$ cat src/rtl/core/bas_pkg.sv
// ----------------------------------------------------------------------------
// Block Adler-32 signer package
// Constants and the queue word type shared by the signer's front, queue and
// back modules.
// ----------------------------------------------------------------------------
package bas_pkg;

	localparam int DATA_W      = 8;
	localparam int LEN_W       = 25;
	localparam int NUM_W       = 24;
	localparam int OFFSET_W    = 48;
	localparam int SUM_W       = 16;
	localparam int QUEUE_DEPTH = 4;

	localparam logic [SUM_W:0]    ADLER_MOD        = 17'd65521;
	localparam logic [SUM_W-1:0]  SUM_LOW_RESET    = 16'd1;
	localparam logic [LEN_W-1:0]  MAX_BLOCK        = 25'd16777216;
	localparam logic [LEN_W-1:0]  BLOCK_SIZE_RESET = 25'd65536;
	localparam logic [NUM_W-1:0]  NUM_MAX          = 24'hFFFFFF;

	// One queued word: a file byte plus what the front learned about it.
	typedef struct packed {
		logic [DATA_W-1:0] data_byte;
		logic              eof;
		logic              close;
		logic [LEN_W-1:0]  len;
	} item_t;

endpackage

$ cat src/rtl/core/bas_front.sv
// ----------------------------------------------------------------------------
// Block Adler-32 signer front
// Holds the block size register, counts bytes within the current block and
// marks each byte that closes a block.
// ----------------------------------------------------------------------------
module bas_front (
	input  logic                          clk,
	input  logic                          arst_n,
	input  logic                          cfg_valid,
	output logic                          cfg_ready,
	input  logic [bas_pkg::LEN_W-1:0]     cfg_data,
	input  logic                          in_valid,
	output logic                          in_ready,
	input  logic [bas_pkg::DATA_W-1:0]    data_byte,
	input  logic                          end_of_file,
	output logic                          push_valid,
	input  logic                          push_ready,
	output bas_pkg::item_t                push_item
);

	logic [bas_pkg::LEN_W-1:0] size_q;
	logic [bas_pkg::LEN_W-1:0] count_q;
	logic [bas_pkg::LEN_W-1:0] len;
	logic                      close;
	logic                      accept;

	assign cfg_ready = 1'b1;
	assign in_ready  = push_ready;
	assign accept    = in_valid && push_ready;

	// The register holds the size already clamped to the legal range.
	always_ff @(posedge clk or negedge arst_n) begin
		if (!arst_n) begin
			size_q <= bas_pkg::BLOCK_SIZE_RESET;
		end else if (cfg_valid) begin
			if (cfg_data == '0) begin
				size_q <= bas_pkg::LEN_W'(1);
			end else if (cfg_data > bas_pkg::MAX_BLOCK) begin
				size_q <= bas_pkg::MAX_BLOCK;
			end else begin
				size_q <= cfg_data;
			end
		end
	end

	always_comb begin
		len   = (count_q < bas_pkg::MAX_BLOCK) ? count_q + bas_pkg::LEN_W'(1) : count_q;
		close = end_of_file || (len >= size_q);
	end

	always_ff @(posedge clk or negedge arst_n) begin
		if (!arst_n) begin
			count_q <= '0;
		end else if (accept) begin
			count_q <= close ? '0 : len;
		end
	end

	assign push_valid          = in_valid;
	assign push_item.data_byte = data_byte;
	assign push_item.eof       = end_of_file;
	assign push_item.close     = close;
	assign push_item.len       = len;

endmodule

$ cat src/rtl/core/bas_queue.sv
// ----------------------------------------------------------------------------
// Block Adler-32 signer queue
// Small first-in first-out buffer of classified words between front and back.
// ----------------------------------------------------------------------------
module bas_queue #(
	parameter int DEPTH = bas_pkg::QUEUE_DEPTH
) (
	input  logic                          clk,
	input  logic                          arst_n,
	input  logic                          push_valid,
	output logic                          push_ready,
	input  bas_pkg::item_t                push_item,
	output logic                          pop_valid,
	input  logic                          pop_ready,
	output bas_pkg::item_t                pop_item,
	output logic [$clog2(DEPTH+1)-1:0]    count
);

	localparam int PTR_W = (DEPTH > 1) ? $clog2(DEPTH) : 1;
	localparam int CNT_W = $clog2(DEPTH + 1);

	bas_pkg::item_t   mem_q [DEPTH];
	logic [PTR_W-1:0] wr_ptr_q;
	logic [PTR_W-1:0] rd_ptr_q;
	logic [CNT_W-1:0] count_q;
	logic             push;
	logic             pop;

	assign push_ready = (count_q != CNT_W'(DEPTH));
	assign pop_valid  = (count_q != '0);
	assign push       = push_valid && push_ready;
	assign pop        = pop_valid && pop_ready;
	assign pop_item   = mem_q[rd_ptr_q];
	assign count      = count_q;

	always_ff @(posedge clk) begin
		if (push) begin
			mem_q[wr_ptr_q] <= push_item;
		end
	end

	always_ff @(posedge clk or negedge arst_n) begin
		if (!arst_n) begin
			wr_ptr_q <= '0;
			rd_ptr_q <= '0;
			count_q  <= '0;
		end else begin
			if (push) begin
				wr_ptr_q <= (wr_ptr_q == PTR_W'(DEPTH - 1)) ? '0 : wr_ptr_q + PTR_W'(1);
			end
			if (pop) begin
				rd_ptr_q <= (rd_ptr_q == PTR_W'(DEPTH - 1)) ? '0 : rd_ptr_q + PTR_W'(1);
			end
			if (push && !pop) begin
				count_q <= count_q + CNT_W'(1);
			end else if (pop && !push) begin
				count_q <= count_q - CNT_W'(1);
			end
		end
	end

endmodule

$ cat src/rtl/core/bas_back.sv
// ----------------------------------------------------------------------------
// Block Adler-32 signer back
// Runs the two Adler-32 sums over queued bytes, tracks block index and file
// offset, and holds each finished block's result in the output register.
// ----------------------------------------------------------------------------
module bas_back (
	input  logic                            clk,
	input  logic                            arst_n,
	input  logic                            pop_valid,
	output logic                            pop_ready,
	input  bas_pkg::item_t                  pop_item,
	output logic                            out_valid,
	input  logic                            out_ready,
	output logic [bas_pkg::NUM_W-1:0]       block_number,
	output logic [bas_pkg::OFFSET_W-1:0]    block_start,
	output logic [bas_pkg::LEN_W-1:0]       block_length,
	output logic [2*bas_pkg::SUM_W-1:0]     weak_checksum,
	output logic                            final_block
);

	logic [bas_pkg::SUM_W-1:0]    sum_low_q;
	logic [bas_pkg::SUM_W-1:0]    sum_high_q;
	logic [bas_pkg::NUM_W-1:0]    counter_q;
	logic [bas_pkg::OFFSET_W-1:0] offset_q;
	logic                         out_valid_q;
	logic [bas_pkg::NUM_W-1:0]    number_q;
	logic [bas_pkg::OFFSET_W-1:0] start_q;
	logic [bas_pkg::LEN_W-1:0]    length_q;
	logic [2*bas_pkg::SUM_W-1:0]  checksum_q;
	logic                         final_q;

	logic [bas_pkg::SUM_W:0]      low_sum;
	logic [bas_pkg::SUM_W:0]      high_sum;
	logic [bas_pkg::SUM_W-1:0]    low_next;
	logic [bas_pkg::SUM_W-1:0]    high_next;
	logic                         take;
	logic                         emit;

	// A word that closes no block never needs the output register.
	assign pop_ready = !pop_item.close || !out_valid_q || out_ready;
	assign take      = pop_valid && pop_ready;
	assign emit      = take && pop_item.close;

	// Both sums stay below the modulus, so one conditional subtract suffices.
	always_comb begin
		low_sum   = {1'b0, sum_low_q} + (bas_pkg::SUM_W+1)'(pop_item.data_byte);
		low_next  = (low_sum >= bas_pkg::ADLER_MOD) ?
			bas_pkg::SUM_W'(low_sum - bas_pkg::ADLER_MOD) : low_sum[bas_pkg::SUM_W-1:0];
		high_sum  = {1'b0, sum_high_q} + {1'b0, low_next};
		high_next = (high_sum >= bas_pkg::ADLER_MOD) ?
			bas_pkg::SUM_W'(high_sum - bas_pkg::ADLER_MOD) : high_sum[bas_pkg::SUM_W-1:0];
	end

	always_ff @(posedge clk or negedge arst_n) begin
		if (!arst_n) begin
			sum_low_q  <= bas_pkg::SUM_LOW_RESET;
			sum_high_q <= '0;
			counter_q  <= '0;
			offset_q   <= '0;
		end else if (take) begin
			if (pop_item.close) begin
				sum_low_q  <= bas_pkg::SUM_LOW_RESET;
				sum_high_q <= '0;
				if (pop_item.eof) begin
					counter_q <= '0;
					offset_q  <= '0;
				end else begin
					if (counter_q != bas_pkg::NUM_MAX) begin
						counter_q <= counter_q + bas_pkg::NUM_W'(1);
					end
					offset_q <= offset_q + bas_pkg::OFFSET_W'(pop_item.len);
				end
			end else begin
				sum_low_q  <= low_next;
				sum_high_q <= high_next;
			end
		end
	end

	always_ff @(posedge clk or negedge arst_n) begin
		if (!arst_n) begin
			out_valid_q <= 1'b0;
		end else if (emit) begin
			out_valid_q <= 1'b1;
		end else if (out_ready) begin
			out_valid_q <= 1'b0;
		end
	end

	always_ff @(posedge clk) begin
		if (emit) begin
			number_q   <= counter_q;
			start_q    <= offset_q;
			length_q   <= pop_item.len;
			checksum_q <= {high_next, low_next};
			final_q    <= pop_item.eof;
		end
	end

	assign out_valid     = out_valid_q;
	assign block_number  = number_q;
	assign block_start   = start_q;
	assign block_length  = length_q;
	assign weak_checksum = checksum_q;
	assign final_block   = final_q;

endmodule

$ cat src/rtl/core/block_adler32_signer_core.sv
// ----------------------------------------------------------------------------
// Block Adler-32 signer core
// Path: the byte that closes a block passes through the queue, and its result word is held in the output register.
// Throughput: one byte per cycle while the queue has room; a result word held at the output can stall it.
// Reset: asynchronous; block size returns to 65536, the low sum returns to one, the high sum and counters clear.
// ----------------------------------------------------------------------------
module block_adler32_signer_core #(
	parameter int QUEUE_DEPTH = bas_pkg::QUEUE_DEPTH
) (
	input  logic                            clk,
	input  logic                            arst_n,
	input  logic                            cfg_valid,
	output logic                            cfg_ready,
	input  logic [bas_pkg::LEN_W-1:0]       cfg_data,
	input  logic                            in_valid,
	output logic                            in_ready,
	input  logic [bas_pkg::DATA_W-1:0]      data_byte,
	input  logic                            end_of_file,
	output logic                            out_valid,
	input  logic                            out_ready,
	output logic [bas_pkg::NUM_W-1:0]       block_number,
	output logic [bas_pkg::OFFSET_W-1:0]    block_start,
	output logic [bas_pkg::LEN_W-1:0]       block_length,
	output logic [2*bas_pkg::SUM_W-1:0]     weak_checksum,
	output logic                            final_block
);

	bas_pkg::item_t                     push_item;
	bas_pkg::item_t                     pop_item;
	logic                               push_valid;
	logic                               push_ready;
	logic                               pop_valid;
	logic                               pop_ready;
	logic [$clog2(QUEUE_DEPTH+1)-1:0]   q_count;

	bas_front u_front (
		.clk        (clk),
		.arst_n     (arst_n),
		.cfg_valid  (cfg_valid),
		.cfg_ready  (cfg_ready),
		.cfg_data   (cfg_data),
		.in_valid   (in_valid),
		.in_ready   (in_ready),
		.data_byte  (data_byte),
		.end_of_file(end_of_file),
		.push_valid (push_valid),
		.push_ready (push_ready),
		.push_item  (push_item)
	);

	bas_queue #(
		.DEPTH(QUEUE_DEPTH)
	) u_queue (
		.clk       (clk),
		.arst_n    (arst_n),
		.push_valid(push_valid),
		.push_ready(push_ready),
		.push_item (push_item),
		.pop_valid (pop_valid),
		.pop_ready (pop_ready),
		.pop_item  (pop_item),
		.count     (q_count)
	);

	bas_back u_back (
		.clk          (clk),
		.arst_n       (arst_n),
		.pop_valid    (pop_valid),
		.pop_ready    (pop_ready),
		.pop_item     (pop_item),
		.out_valid    (out_valid),
		.out_ready    (out_ready),
		.block_number (block_number),
		.block_start  (block_start),
		.block_length (block_length),
		.weak_checksum(weak_checksum),
		.final_block  (final_block)
	);

	// A result word never carries an empty or oversized block.
	a_length_range: assert property (@(posedge clk) disable iff (!arst_n)
		out_valid |-> (block_length != '0) && (block_length <= bas_pkg::MAX_BLOCK))
		else $error("block length out of range");

	// Both checksum halves stay reduced below the modulus.
	a_sums_reduced: assert property (@(posedge clk) disable iff (!arst_n)
		out_valid |-> ({1'b0, weak_checksum[15:0]} < bas_pkg::ADLER_MOD) &&
			({1'b0, weak_checksum[31:16]} < bas_pkg::ADLER_MOD))
		else $error("checksum half not reduced");

	// An accepted byte always lands in the queue.
	a_push_lands: assert property (@(posedge clk) disable iff (!arst_n)
		(in_valid && in_ready) |=> (q_count != '0))
		else $error("accepted word missing from queue");

endmodule

$ cat config.mk
export PLATFORM = sky130hd
export DESIGN_NAME = block_adler32_signer_core
export DESIGN_NICKNAME = d
export VERILOG_FILES = /design/src/rtl/core/bas_pkg.sv /design/src/rtl/core/bas_front.sv /design/src/rtl/core/bas_queue.sv /design/src/rtl/core/bas_back.sv /design/src/rtl/core/block_adler32_signer_core.sv
export SDC_FILE = /design/constraint.sdc
export NUM_CORES = 1
export LEC_CHECK = 0
export BUFFER_PORTS_ARGS = -buffer_cell sky130_fd_sc_hd__buf_2
export CAP_MARGIN = 15
export CORE_MARGIN = 2
export CORE_UTILIZATION = 30
export CTS_CLUSTER_SIZE = 30
export DETAILED_ROUTE_END_ITERATION = 12
export HOLD_SLACK_MARGIN = 0.06
export PLACE_DENSITY_LB_ADDON = 0.2
export SLEW_MARGIN = 25
export SYNTH_ARGS = -nofsm -noshare
export SYNTH_HDL_FRONTEND = slang
export SYNTH_SLANG_ARGS = --single-unit
$ cat constraint.sdc
create_clock -name clk -period 13.7 [get_ports clk]
set_clock_uncertainty 0.2 [all_clocks]
set_input_delay 0 -clock clk [delete_from_list [all_inputs] [get_ports clk]]
set_output_delay 0 -clock clk [all_outputs]
set_load 0.02 [all_outputs]
==> metrics <==
status finished, final reports clean; Setup CP Type reg2reg; CTS sink count 432; LEAKAGE a little over 10 nW; design area around 0.025 sq mm; endpoint class of the critical path register; detailed router's first-iteration violation count 814; Worst Path Arrival 8.56 ns; Die Width ~270 microns; initial antenna violation count 1; CTS Hold Buffers Added 107; share of cells above drive strength 1 0.167; Detail Placement HPWL 36,500 microns; Mapped Avg Cell Area 12.2 sq um; Setup TNS 0 ns; CTS tree done; # DRC 0; r2r setup slk 5.41 ns; cell area after synthesis 0.0206 sq mm; routed via count roughly 14k; input/output buffers 170; Synth top area share 0.393; deepest clock path buffer count 3; nets@finish 2,102; final-report max-slew violation count 0; Hold Path Sink u_back.out_valid$_DFFE_PN0P_; row cnt 96; Mapped Cells 1,687; CTS root buf clkbuf_16; Vias/cell 5.00; number of flops mapped to enable cells by yosys 270; GR Util All Layers 0.150; reg-to-reg endpoint u_back.sum_high_q[5]$_DFFE_PN0P_; IO Pins 172; vias in the first global route ~15k; die height 266 microns; post-route antenna net violation count 0; Synth-to-Final Area Change 21.8%; Worst slew margin 0.400; Worst EP required between 10 and 15 ns; first-pass GRT wire length approximately 84,000 microns; ANT cells 0; met1 wire length 25,500 microns; WL met2 24,400 microns; dpl ws ~5.5 ns; Fin. Hold Viols 0; WL/cell about 18 microns; synthesized flop and latch total 432; beginning of the worst hold path out_ready; maxcap violations 0; post-synthesis sequential area ratio 0.589; Skew-Pair Late Insertion Delay 0.58 ns; Core Area 0.0683 sq mm; post-cts resize count 0; worst slew pin tran 0.900 ns; Net Count, Synth 1,818; post-synthesis async set-or-reset flop share 0.375; wire length on met3 2270 microns; Final setup viols 0; Final Util 0.368; Fmax 121 MHz; H-Tree Depth 2; maximum VDD drop 134 uV; Placer Congestion 0.857; Netlist cell types 83; largest net degree at the start of global routing 72; area leader, netlist edfxtp_1; Setup Buffers After CTS 0; total grt overflow 0; Die Area 0.0709 sq mm; fin crit share 0.605; RSZ-0062 raised after global routing no; R2R Path Start u_queue.rd_ptr_q[1]$_DFFE_PN0P_; placed inst area 0.0225 sq mm; pwr/cell area about 260 mW/mm^2; Worst setup SP type register; top cells by area in the synthesized netlist edfxtp_1, dfrtp_1, ha_1, mux4_2, nand2_1; CP Max Fanout 38; top routing layer used met4; CTS Buf Count 49; starting density of the core 0.302; minimum clock period after layout a little over 8 ns; Worst R2R Path Depth 24; YS warnings 0; Hold/Removal Path Class in2reg; clock-pin slew on the worst setup and hold paths 0.06 ns; 1st-pass router iterations 5; Final WS setup 5.41 ns; final wirelength between 50,000 and 60,000 microns; worst hold stages 4; Top FF cell, synth edfxtp_1
power by group:
part	switching [W]	internal [W]
sequential	0.000211	0.00193
combinational	0.00210	0.00116
clock	0.000542	0.000727
cell type report:
cell class	count	area [sq um]
fillers	6582	43200
repair buffers	294	2090
inverters	67	256
flip-flops and latches	432	12200
multi-input cells	1127	8000
well taps	882	1100
clock buffers	59	1280
clock inverters	32	256
how the worst max path moves through the flow:
stage                                          startpoint                                to  slack, ns  depth (start not counted)
final                     u_queue.rd_ptr_q[1]$_DFFE_PN0P_  u_back.sum_high_q[5]$_DFFE_PN0P_       5.41                         24
after global routing      u_queue.rd_ptr_q[1]$_DFFE_PN0P_  u_back.sum_high_q[5]$_DFFE_PN0P_       4.61                         24
after CTS                 u_queue.rd_ptr_q[1]$_DFFE_PN0P_  u_back.sum_high_q[5]$_DFFE_PN0P_       5.43                         24
after detailed placement  u_queue.rd_ptr_q[1]$_DFFE_PN0P_  u_back.sum_high_q[5]$_DFFE_PN0P_       5.45                         24
after global placement    u_queue.rd_ptr_q[1]$_DFFE_PN0P_  u_back.sum_high_q[5]$_DFFE_PN0P_       5.66                         24
after floorplan           u_queue.rd_ptr_q[0]$_DFFE_PN0P_  u_back.sum_high_q[8]$_DFFE_PN0P_       6.01                         26
flip-flops by register name, indices dropped and copies added (netlist names):
| signal | count |
|---|---|
| u_queue.mem_q | 140 |
| u_back.block_start | 48 |
| u_back.offset_q | 48 |
| u_back.weak_checksum | 32 |
| u_back.block_length | 25 |
| u_front.count_q | 25 |
| u_front.size_q | 25 |
| u_back.block_number | 24 |
| u_back.counter_q | 24 |
| u_back.sum_high_q | 16 |
| u_back.sum_low_q | 16 |
| u_queue.count | 3 |
| u_queue.rd_ptr_q | 2 |
| u_queue.wr_ptr_q | 2 |
| u_back.final_block | 1 |
| u_back.out_valid | 1 |
synth_stat cells, drive strengths merged, types with 15 or more instances:
| master | count |
|---|---|
| a21o | 32 |
| a21oi | 88 |
| a22o | 30 |
| and3 | 33 |
| clkbuf | 48 |
| dfrtp | 160 |
| edfxtp | 270 |
| ha | 88 |
| inv | 64 |
| mux4 | 34 |
| nand2 | 164 |
| nand3 | 48 |
| nand4 | 32 |
| nor2 | 89 |
| nor3 | 31 |
| nor4 | 16 |
| o211ai | 15 |
| o21ai | 116 |
| o31ai | 21 |
| xnor2 | 53 |
| xor2 | 49 |
kinds of logic after synthesis:
kind of cell,after synthesis,synth area share
AO/OA/AOI/OAI,392,0.124
XOR/XNOR,102,0.0436
adder cells (fa/ha/maj),93,0.0577
buffers and inverters,128,0.0241
flip-flops,432,0.589
multiplexers,42,0.0413
other,1,0.000182
AND/OR/NAND/NOR,497,0.120
routing by layer:
layer | up-vias | track usage
li1 | 6922 | -
met1 | 7152 | 0.212
met2 | 312 | 0.242
met3 | 73 | 0.0212
met4 | 0 | 0.0430
met5 | - | 0
critical path, stage by stage, from the launching register on:
cell and delay, ns:
dfrtp_1 0.32, buf_4 0.48, mux4_2 0.41, ha_1 0.26
fa_1 0.44, a211oi_1 0.49, o21bai_1 0.18, a211oi_1 0.26
a211oi_1 0.12, nor4b_1 0.63, nand4_2 0.35, nand3_1 0.24
xnor2_1 0.23, ha_1 0.27, inv_1 0.07, fa_1 0.40
nand3b_1 0.23, a211oi_1 0.52, o311a_1 0.27, o211ai_1 0.15
a211o_1 0.32, nor4_4 0.69, o221ai_1 0.27, xnor2_1 0.19
a22o_1 0.22
cell usage in the layout, fill, tap and decap left out, types with 15 or more instances in the layout:
cell type | netlist | layout
a21o_1 | 32 | 32
buf_2 | 5 | 169
nor3_1 | 31 | 31
mux4_2 | 34 | 34
nand4_1 | 31 | 31
edfxtp_1 | 270 | 270
o21ai_0 | 108 | 108
a21oi_1 | 87 | 87
clkbuf_16 | 0 | 49
nor4_1 | 15 | 15
and3_1 | 33 | 33
nor2_1 | 89 | 88
buf_4 | 1 | 16
dfrtp_1 | 160 | 159
o31ai_1 | 21 | 21
ha_1 | 88 | 88
xnor2_1 | 52 | 52
nand2_1 | 164 | 164
dlygate4sd3_1 | 0 | 106
a22o_1 | 30 | 30
xor2_1 | 49 | 49
nand3_1 | 48 | 47
inv_1 | 64 | 64
clkinv_2 | 0 | 15
through the flow:
step / power, W / std cells / hold WS [ns]
2_1_floorplan: 0.00446 / 1687 / -0.496
3_3_place_gp: 0.00538 / 2694 / -0.148
3_5_place_dp: 0.00541 / 2694 / -0.142
4_1_cts: 0.00674 / 2892 / 0.121
5_1_grt: 0.00716 / 2893 / 0.177
6_report: 0.00667 / 2893 / 0.150
(Power assumes the default switching activity.)
